File: src/sv/ocsp_pkg.sv
package ocsp_pkg;

  localparam logic signed [24:0] PI_Q      = 25'sd3294199;
  localparam logic signed [24:0] TWO_PI_Q  = 25'sd6588398;
  localparam logic signed [24:0] HALF_PI_Q = 25'sd1647099;
  localparam logic signed [33:0] CORDIC_GAIN = 34'sh026DD3B6A;

  // shared multiplier operand selects
  localparam logic [2:0] MOP_NONE = 3'd0;
  localparam logic [2:0] MOP_STEP = 3'd1;
  localparam logic [2:0] MOP_RCV  = 3'd2;
  localparam logic [2:0] MOP_RSV  = 3'd3;
  localparam logic [2:0] MOP_RCSU = 3'd4;
  localparam logic [2:0] MOP_RCCU = 3'd5;

  // product capture targets
  localparam logic [2:0] CAP_NONE = 3'd0;
  localparam logic [2:0] CAP_RC   = 3'd1;
  localparam logic [2:0] CAP_PY   = 3'd2;
  localparam logic [2:0] CAP_PX   = 3'd3;
  localparam logic [2:0] CAP_PZ   = 3'd4;

  localparam logic [1:0] REG_PIVOT_X    = 2'd0;
  localparam logic [1:0] REG_PIVOT_Y    = 2'd1;
  localparam logic [1:0] REG_PIVOT_Z    = 2'd2;
  localparam logic [1:0] REG_ZOOM_SPEED = 2'd3;

  typedef struct packed {
    logic       load_in;
    logic       upd;
    logic       cor_start;
    logic       cor_sel_el;
    logic       lat_az;
    logic       lat_el;
    logic [2:0] mul_op;
    logic [2:0] cap_op;
    logic       load_out;
  } ocsp_cmd_t;

  typedef struct packed {
    logic cor_done;
    logic out_free;
  } ocsp_stat_t;

  function automatic logic signed [33:0] atan_q30(input logic [4:0] idx);
    logic [31:0] v;
    case (idx)
      5'd0:  v = 32'h3243F6A8;  5'd1:  v = 32'h1DAC6705;
      5'd2:  v = 32'h0FADBAFC;  5'd3:  v = 32'h07F56EA6;
      5'd4:  v = 32'h03FEAB76;  5'd5:  v = 32'h01FFD55B;
      5'd6:  v = 32'h00FFFAAA;  5'd7:  v = 32'h007FFF55;
      5'd8:  v = 32'h003FFFEA;  5'd9:  v = 32'h001FFFFD;
      5'd10: v = 32'h000FFFFF;  5'd11: v = 32'h0007FFFF;
      5'd12: v = 32'h0003FFFF;  5'd13: v = 32'h0001FFFF;
      5'd14: v = 32'h0000FFFF;  5'd15: v = 32'h00007FFF;
      5'd16: v = 32'h00003FFF;  5'd17: v = 32'h00001FFF;
      5'd18: v = 32'h00000FFF;  5'd19: v = 32'h000007FF;
      5'd20: v = 32'h000003FF;  5'd21: v = 32'h000001FF;
      5'd22: v = 32'h000000FF;  5'd23: v = 32'h0000007F;
      5'd24: v = 32'h0000003F;  5'd25: v = 32'h0000001F;
      5'd26: v = 32'h0000000F;  5'd27: v = 32'h00000008;
      5'd28: v = 32'h00000004;  5'd29: v = 32'h00000002;
      5'd30: v = 32'h00000001;
      default: v = 32'h00000000;
    endcase
    return $signed({2'b00, v});
  endfunction

  function automatic logic signed [31:0] sat32(input logic signed [37:0] v);
    if (v > 38'sh007FFFFFFF) return 32'sh7FFFFFFF;
    if (v < -38'sh0080000000) return 32'sh80000000;
    return v[31:0];
  endfunction

endpackage

File: src/sv/ocsp_ctrl.sv
module ocsp_ctrl (
  input  logic                 clk,
  input  logic                 rst_n,
  input  logic                 in_valid,
  output logic                 in_ready,
  input  ocsp_pkg::ocsp_stat_t stat,
  output ocsp_pkg::ocsp_cmd_t  cmd
);
  import ocsp_pkg::*;

  localparam logic [3:0] S_IDLE = 4'd0;
  localparam logic [3:0] S_STEP = 4'd1;
  localparam logic [3:0] S_UPD  = 4'd2;
  localparam logic [3:0] S_CAZ  = 4'd3;
  localparam logic [3:0] S_WAZ  = 4'd4;
  localparam logic [3:0] S_CEL  = 4'd5;
  localparam logic [3:0] S_WEL  = 4'd6;
  localparam logic [3:0] S_M0   = 4'd7;
  localparam logic [3:0] S_M1   = 4'd8;
  localparam logic [3:0] S_M2   = 4'd9;
  localparam logic [3:0] S_M3   = 4'd10;
  localparam logic [3:0] S_M4   = 4'd11;
  localparam logic [3:0] S_OUT  = 4'd12;

  logic [3:0] state_r, state_nxt;

  always_comb begin
    cmd = '0;
    state_nxt = state_r;
    in_ready = 1'b0;
    unique case (state_r)
      S_IDLE: begin
        in_ready = 1'b1;
        if (in_valid) begin
          cmd.load_in = 1'b1;
          state_nxt = S_STEP;
        end
      end
      S_STEP: begin cmd.mul_op = MOP_STEP; state_nxt = S_UPD; end
      S_UPD:  begin cmd.upd = 1'b1; state_nxt = S_CAZ; end
      S_CAZ:  begin cmd.cor_start = 1'b1; state_nxt = S_WAZ; end
      S_WAZ: begin
        if (stat.cor_done) begin
          cmd.lat_az = 1'b1;
          state_nxt = S_CEL;
        end
      end
      S_CEL: begin
        cmd.cor_start = 1'b1;
        cmd.cor_sel_el = 1'b1;
        state_nxt = S_WEL;
      end
      S_WEL: begin
        if (stat.cor_done) begin
          cmd.lat_el = 1'b1;
          state_nxt = S_M0;
        end
      end
      S_M0: begin cmd.mul_op = MOP_RCV; state_nxt = S_M1; end
      S_M1: begin cmd.cap_op = CAP_RC; cmd.mul_op = MOP_RSV; state_nxt = S_M2; end
      S_M2: begin cmd.cap_op = CAP_PY; cmd.mul_op = MOP_RCSU; state_nxt = S_M3; end
      S_M3: begin cmd.cap_op = CAP_PX; cmd.mul_op = MOP_RCCU; state_nxt = S_M4; end
      S_M4: begin cmd.cap_op = CAP_PZ; state_nxt = S_OUT; end
      S_OUT: begin
        if (stat.out_free) begin
          cmd.load_out = 1'b1;
          state_nxt = S_IDLE;
        end
      end
      default: state_nxt = S_IDLE;
    endcase
  end

  always_ff @(posedge clk) begin
    if (!rst_n) begin
      state_r <= S_IDLE;
    end else begin
      state_r <= state_nxt;
    end
  end

endmodule

File: config.mk
export PLATFORM = sky130hd
export DESIGN_NAME = ocsp_ctrl
export DESIGN_NICKNAME = d
export VERILOG_FILES = /design/src/sv/ocsp_pkg.sv /design/src/sv/ocsp_ctrl.sv
export SDC_FILE = /design/constraint.sdc
export NUM_CORES = 1
export LEC_CHECK = 0
export ABC_AREA = 1
export BUFFER_PORTS_ARGS = -buffer_cell sky130_fd_sc_hd__buf_2
export CORE_AREA = 2 2 39 41
export CTS_BUF_LIST = sky130_fd_sc_hd__clkbuf_4
export CTS_CLUSTER_SIZE = 10
export DETAILED_ROUTE_END_ITERATION = 7
export DIE_AREA = 0 0 41 43
export PLACE_DENSITY_LB_ADDON = 0.08
export SETUP_SLACK_MARGIN = 0.02
export SLEW_MARGIN = 20
export SYNTH_ARGS = -nofsm -noshare
export SYNTH_HDL_FRONTEND = slang
export SYNTH_SLANG_ARGS = --single-unit
File: constraint.sdc
create_clock -name clk -period 0.93 [get_ports clk]
set_clock_uncertainty 0.05 [all_clocks]
set_input_delay 0.0465 -clock clk [delete_from_list [all_inputs] [get_ports clk]]
set_output_delay 0.0465 -clock clk [all_outputs]
set_load 0.005 [all_outputs]
# After elaboration in Yosys (flattened, before gate mapping)
# Index checks and enable logic that the tools add are counted.
# totals
register_bits	4
latch_bits	0
ram_bits	0
romBits	0
in_bits	5
output_inout_bits	14
wordCells	38
mem_count	0
# classes
n_addsub	0
multipliers	0
div	0
order_cmp	0
n_eq_ne	16
n_shift	0
muxes	18
bitwise	0
reduce_logical	3
# ops
operator	count
$pmux W4 S13	1
$eq A4 B4 Y1 const B	5
$eq A4 B3 Y1 const B	4
$mux W4	4
$pmux W3 S5	1
$pmux W3 S4	1
$mux W1	11
$eq A4 B2 Y1 const B	2
$ne A2 B2 Y1 const B	4
$eq A4 B1 Y1 const B	1
$logic_not A4 Y1	1
$reduce_and A4 Y1	1
$reduce_or A2 Y1	1

# Logic depth before layout (Yosys ltp)
# Gate-level depths: netlist of the first run.
# depth
word_depth	3
depth_mapped	7
mapped_depth_nobuf	6

# Worst setup path after synthesis of the first run
# Ideal clock, no wire load.
# synth_timing
path_kind	register to register
startpoint	register state_r[0]
endpoint	register state_r[2]
setup_time_ps	114
t_arrival_ps	846
t_required_ps	766
path_slack_ps	-80
stages_incl_launch_ff	6
period_less_slack_ps	1010
path_cell_list	dfxtp_1 buf_6 nor2_4 nand3_1 a21oi_1 nor2_1
# synth_between
elab_chain_len	3
# synth_lines
element	line_no	source
start: declaration	ocsp_ctrl.sv:25	logic [3:0] state_r, state_nxt;
start signal: assignment	ocsp_ctrl.sv:78	state_r <= state_nxt;
$eq A4 B3 Y1, or another cell as far along	ocsp_ctrl.sv:31	unique case (state_r)
$ne A2 B2 Y1 (no line)	-	
$reduce_and A4 Y1 (no line)	-	
# Parallel ways exist; a longest one is shown, timed or not.
# A chain may end at the register's enable or synchronous reset.

==> impl_metrics.yaml, run 1 <==
run_status:
  status: "finished with violations"
  violations: "negative setup slack"
power_and_ir_drop:
  vdd_drop_max_uv: 493.0
  powerDensity_mw_per_mm2: 1167
  p_leak_nw: 0.3694
clock_tree:
  cts_sinks: 4
  cts_tree: "done"
  numCtsBuffers: 3
  cts_hold_buf: 0
  htreeDepth: 1
  root_buffer: "clkbuf_4"
  cts_buffer_depth: 2
  worstSkewPairLatency_ps: 240
  clk_pin_slew_ps: 30
sta:
  relSlewSlack: 0.8821
  tightestPinTransition_ps: 175.3
  rsz0062_at_grt: "yes"
  layout_min_cycle_time_ps: 1217
  report.final.setup_viol: 18
  worst_slack_ps: -286.9
  max_freq_ghz: 0.8218
  holdWs_ps: 63.39
  period_share: 1.309
  finalSetupTns_ps: -4193
  slew_viol_final: 0
  hold_violations: 0
final_layout:
  largest_register_ffs: 4
  syn_to_final_growth_pct: 117.1
  fill_cells: 140
  finalNonFillerCells: 105
  fin_nets: 96
  postLayoutCellArea_um2: 730.7
  final_util: 0.5280
  final_layout_size_suffix_gt1_frac: 0.7865
  num_antenna_cells: 0
  regMostFlops: "state_r"
  top_regs: "state_r (4)"
setup_path:
  crit_path_start_kind: "register"
  cpPeakStageDelay_ps: 390
  worst-setup-path-type: "register to output pin"
  cpMaxStageDelayCell: "dfxtp_4"
  worstPathRequired_ps: 830
  crit_path_frequent_cell: "inv_4"
  end_kind: "output pin"
  critPathMaxFanout: 5
  worstPathCellList: "inv_4 > nor2_4 > inv_4 > o22ai_2 > buf_2"
  worstPathArrival_ps: 1120
placement:
  placed_area_um2: 493.0
  dp_hpwl_um: 738
  port_buffers: 18
  gp_congestion: 0.7557
  post-place-cells: 93
routing:
  detail-route-antenna-nets: 0
  via_per_inst: 4.571
  drc: 0
  drt-initial-drc-count: 4
  dr.pass1.iters: 4
  wl_um: 1176
  wl_per_cell_um: 11.20
  via_count: 480
synthesis:
  ys_seq_area_frac: 0.2379
  avgSynthCellArea_um2: 6.120
  synth_nets: 60
  ys_seq_elements: 4
  synth_area_um2: 336.6
  ys_warn_count: 0
  synth_cell_types: 18
  syn_inst: 55
job:
  drv_cap: 0
grt:
  antenna_found_initial: 0
  grt_pass1_wl_um: 1690
  grt_max_degree: 7
  grt_overflow: 0
  grt_usage: 0.1434
  grt_pass1_vias: 419
floorplan:
  rows: 14
  die_y_um: 43
  core_area_mm2: 0.001384
  start_util: 0.2432
  die_w_um: 41
  dieArea_mm2: 0.001763
  io_pins: 19
worst_hold_path:
  min_path_type: "input pin to register"
-- Yosys cell counts --
library cell,count,area (µm²)
nand3_1,1,5.000
dfxtp_1,4,80.08
nor2_1,10,37.54
nand3_2,1,10.01
buf_6,1,11.26
a21oi_1,3,15.01
nor2_4,1,11.26
inv_1,11,41.29
inv_2,2,7.510
nor3_2,1,10.01
nand2_2,1,6.260
nor4_1,1,6.260
nor3_1,5,25.02
nor4_2,1,12.51
nand4_1,1,6.260
nand2_1,7,26.28
nor2_2,1,6.260
o22ai_1,3,18.77
-- cell type report --
class                           instances  area [µm²]  share of cell area
Clock buffer                            3       22.52             0.03082
Inverter                               13       61.31             0.08390
Multi-Input combinational cell         37       314.1              0.4298
Sequential cell                         4       92.59              0.1267
Tap cell                               16       20.02             0.02740
Timing Repair Buffer                   32       220.2              0.3014
-- repair_timing --
action,in CTS,in global routing
pin swaps,6,7
gates resized for setup,32,13
setup buffers,6,3
endpoints found under the setup margin,18,18
-- kinds of logic (layout without fill, tap and decap cells) --
family                 Yosys count  count (layout)  share of synthesized area
and+or+nand+nor                 31              31                     0.4833
buffers and inverters           14              48                     0.1784
DFF                              4               4                     0.2379
AOI/OAI and AO/OA                6               6                     0.1004
-- routing by layer --
layer | wire length, µm | GRT usage
met2 | 631 | 0.2281
met1 | 453 | 0.1571
met3 | 76 | 0.02618
met4 | 14 | 0.1067
met5 | 0 | 0
-- worst max-delay path: cells and delay by family (launching register included) --
kind	cells	cell delay (ps)
flops	1	390
buf+inv	3	250
compound gates	1	150
simple gates	1	110
-- layout by cell type, fill, tap and decap left out, drive strengths merged --
cell and count:
nand4 1, inv 13, nor3 6, nor2 12, nor4 2, nand2 8
clkbuf 3, o22ai 3, buf 32, a21oi 3, nand3 2, dfxtp 4
-- final timing paths --
| kind | slack [ps] | depth (start not counted) | start | to |
|---|---|---|---|---|
| setup reg to reg | -280 | 6 | state_r[1]$_SDFFE_PN0P_ | state_r[2]$_SDFFE_PN0P_ |
| hold / removal | 60 | 3 | rst_n | state_r[2]$_SDFFE_PN0P_ |
| setup / recovery | -290 | 5 | state_r[2]$_SDFFE_PN0P_ | cmd[5] |
| hold reg to reg | 640 | 3 | state_r[3]$_SDFFE_PN0P_ | state_r[1]$_SDFFE_PN0P_ |
-- stage by stage --
stage	power, W	worst slack, ps
final	0.0008524	-286.9
after global routing	0.0009067	-345.1
after CTS	0.0007840	-278.2
after detailed placement	0.0004382	-229.6
after global placement	0.0004443	-272.7
after floorplan	0.0003629	-34.86
-- power by group --
part	switching (W)	leakage [nW]	internal (W)
Clock	0.0000740	0.0138	0.000145
Sequential	0.0000330	0.0353	0.000187
Combinational	0.000204	0.320	0.000210
Total	0.000311	0.369	0.000542
No activity file was read; power rests on OpenSTA's default activity.
==> run 2, diff against run 1 <==
Settings changed: ABC_AREA 1 to default, PLACE_DENSITY_LB_ADDON 0.08 to default.
==> impl_metrics.yaml, run 2 <==
setup_path:
  worst-setup-path-type: "register to output pin"
  worstPathArrival_ps: 1210
  critPathMaxFanout: 7
  worstPathRequired_ps: 830
  crit_path_start_kind: "register"
  end_kind: "output pin"
final_layout:
  fin_nets: 93
  syn_to_final_growth_pct: 117.3
  layout.cells.most_common: "buf_2"
  top_regs: "state_r (4)"
  largest_register_ffs: 4
  num_antenna_cells: 0
  postLayoutCellArea_um2: 769.5
  final_layout_size_suffix_gt1_frac: 0.7791
  finalNonFillerCells: 102
  layout_common_cells: "buf_2 (18), buf_4 (11), buf_6 (9), nand2_1 (4), dfxtp_4 (4)"
  regMostFlops: "state_r"
grt:
  grt_max_degree: 10
  grt_pass1_wl_um: 1614
  antenna_found_initial: 0
  grt_pass1_vias: 401
  grt_usage: 0.1353
  grt_overflow: 0
sta:
  holdWs_ps: 41.12
  slew_viol_final: 0
  worst_slack_ps: -375.2
  hold_violations: 0
  rsz0062_at_grt: "yes"
  max_freq_ghz: 0.7662
  relSlewSlack: 0.8488
  period_share: 1.403
  tightestPinTransition_ps: 225.2
  layout_min_cycle_time_ps: 1305
  report.final.setup_viol: 17
  finalSetupTns_ps: -4587
synthesis:
  synth_common_cells: "nand2_1 (5), nor2_1 (5), dfxtp_1 (4), nand2b_1 (4), nor3_1 (4)"
  synth_nets: 54
  avgSynthCellArea_um2: 7.226
  ys_warn_count: 0
  synth_area_leader_cell: "dfxtp_1"
  synth_top_area_share: 0.2261
  syn_inst: 49
  synth_edf_count: 0
  synth_ff_type: "dfxtp_1"
  ys_seq_area_frac: 0.2261
  synth_cell_types: 25
  synth_area_um2: 354.1
  ys_seq_elements: 4
  async_flop_share: 0
  synth.area.top_cells: "dfxtp_1 (23%), nand2b_1 (7.1%), nor3_1 (5.7%)"
floorplan:
  io_pins: 19
  die_w_um: 41
  core_area_mm2: 0.001384
  die_y_um: 43
  rows: 14
  dieArea_mm2: 0.001763
  start_util: 0.2559
job:
  drv_cap: 0
placement:
  port_buffers: 18
  dp_hpwl_um: 707.1
  placed_area_um2: 558.0
  gp_congestion: 0.7799
  post-place-cells: 90
routing:
  drt-initial-drc-count: 3
  detail-route-antenna-nets: 0
  drc: 0
  via_per_inst: 4.735
  wl_met3_um: 64
  dr.pass1.iters: 4
  top_layer: "met4"
  wl_um: 1174
  via_count: 483
  wl_met2_um: 619
  wl_met1_um: 465
  wl_per_cell_um: 11.51
run_status:
  violations: "negative setup slack"
  status: "finished with violations"
clock_tree:
  cts_buffer_depth: 2
  cts_tree: "done"
  clk_pin_slew_ps: 40
  cts_hold_buf: 0
  worstSkewPairLatency_ps: 240
  root_buffer: "clkbuf_4"
  cts_sinks: 4
  htreeDepth: 1
  numCtsBuffers: 3
power_and_ir_drop:
  vdd_drop_max_uv: 762.8
  fin_total_pwr_w: 0.0008992
  p_leak_nw: 0.3580
  powerDensity_mw_per_mm2: 1169
worst_hold_path:
  min_path_type: "input pin to register"
-- run 2: cell count changes after synthesis, moves of 2 or more --
cell and change:
inv_2 -2, o22ai_1 -3, nand2_1 -2, inv_1 -8, nor2_1 -5, nor3b_1 +2
buf_4 +2, o31ai_1 +2, nand2b_1 +4
-- run 2: stage by stage --
| step | setup slack, ps | util |
|---|---|---|
| after global routing | -428.5 | 0.5561 |
| after floorplan | -43.18 | - |
| final | -375.2 | 0.5561 |
| after CTS | -373.0 | 0.4982 |
| after detailed placement | -209.5 | 0.4033 |
| after global placement | -163.0 | 0.4033 |
-- run 2: kinds of logic after synthesis --
family,after synthesis,share of synthesized area
buf+inv,7,0.1201
compound gates,10,0.2085
xor+xnor,1,0.02474
simple gates,27,0.4205
flops,4,0.2262
-- run 2: final timing paths --
path	start	end	slack, ps	cells past startpoint
min	in_valid	state_r[2]$_SDFFE_PN0P_	40	3
max reg2reg	state_r[1]$_SDFFE_PN0P_	state_r[2]$_SDFFE_PN0P_	-230	5
min reg2reg	state_r[1]$_SDFFE_PN0P_	state_r[3]$_SDFFE_PN0P_	580	3
max	state_r[3]$_SDFFE_PN0P_	cmd[5]	-380	4
-- run 2: power by group --
part           switching [W]  total (W)  leakage [nW]  internal, W
Sequential         0.0000462   0.000234        0.0356     0.000187
Combinational       0.000172   0.000433         0.309     0.000262
Clock              0.0000867   0.000232        0.0138     0.000145
-- run 2: routing by layer --
metal	vias up	track usage
met3	3	0.03141
met1	220	0.1693
met5	-	0
met2	17	0.1969
met4	0	0.08667
li1	243	-
-- run 2: area by class of cell --
cell class | count | area, µm²
clock buffers | 3 | 22.52
flip-flops and latches | 4 | 95.09
repair buffers | 38 | 274.0
fillers | 137 | 614.3
multi-input cells | 38 | 346.6
well taps | 16 | 20.02
inverters | 3 | 11.26
-- run 2: repair_timing --
| action | in CTS | in global routing |
|---|---|---|
| pin swaps | 6 | 6 |
| gates resized for setup | 16 | 16 |
| hold endpoints to repair | 0 | 0 |
| buffers inserted | 5 | 4 |
| setup endpoints to repair | 18 | 18 |
-- run 2: worst max-delay path: stages, from the launching register on --
cell and delay [ps]:
dfxtp_4 370, nand2b_4 140, or2_4 260, o31ai_2 50, buf_2 140
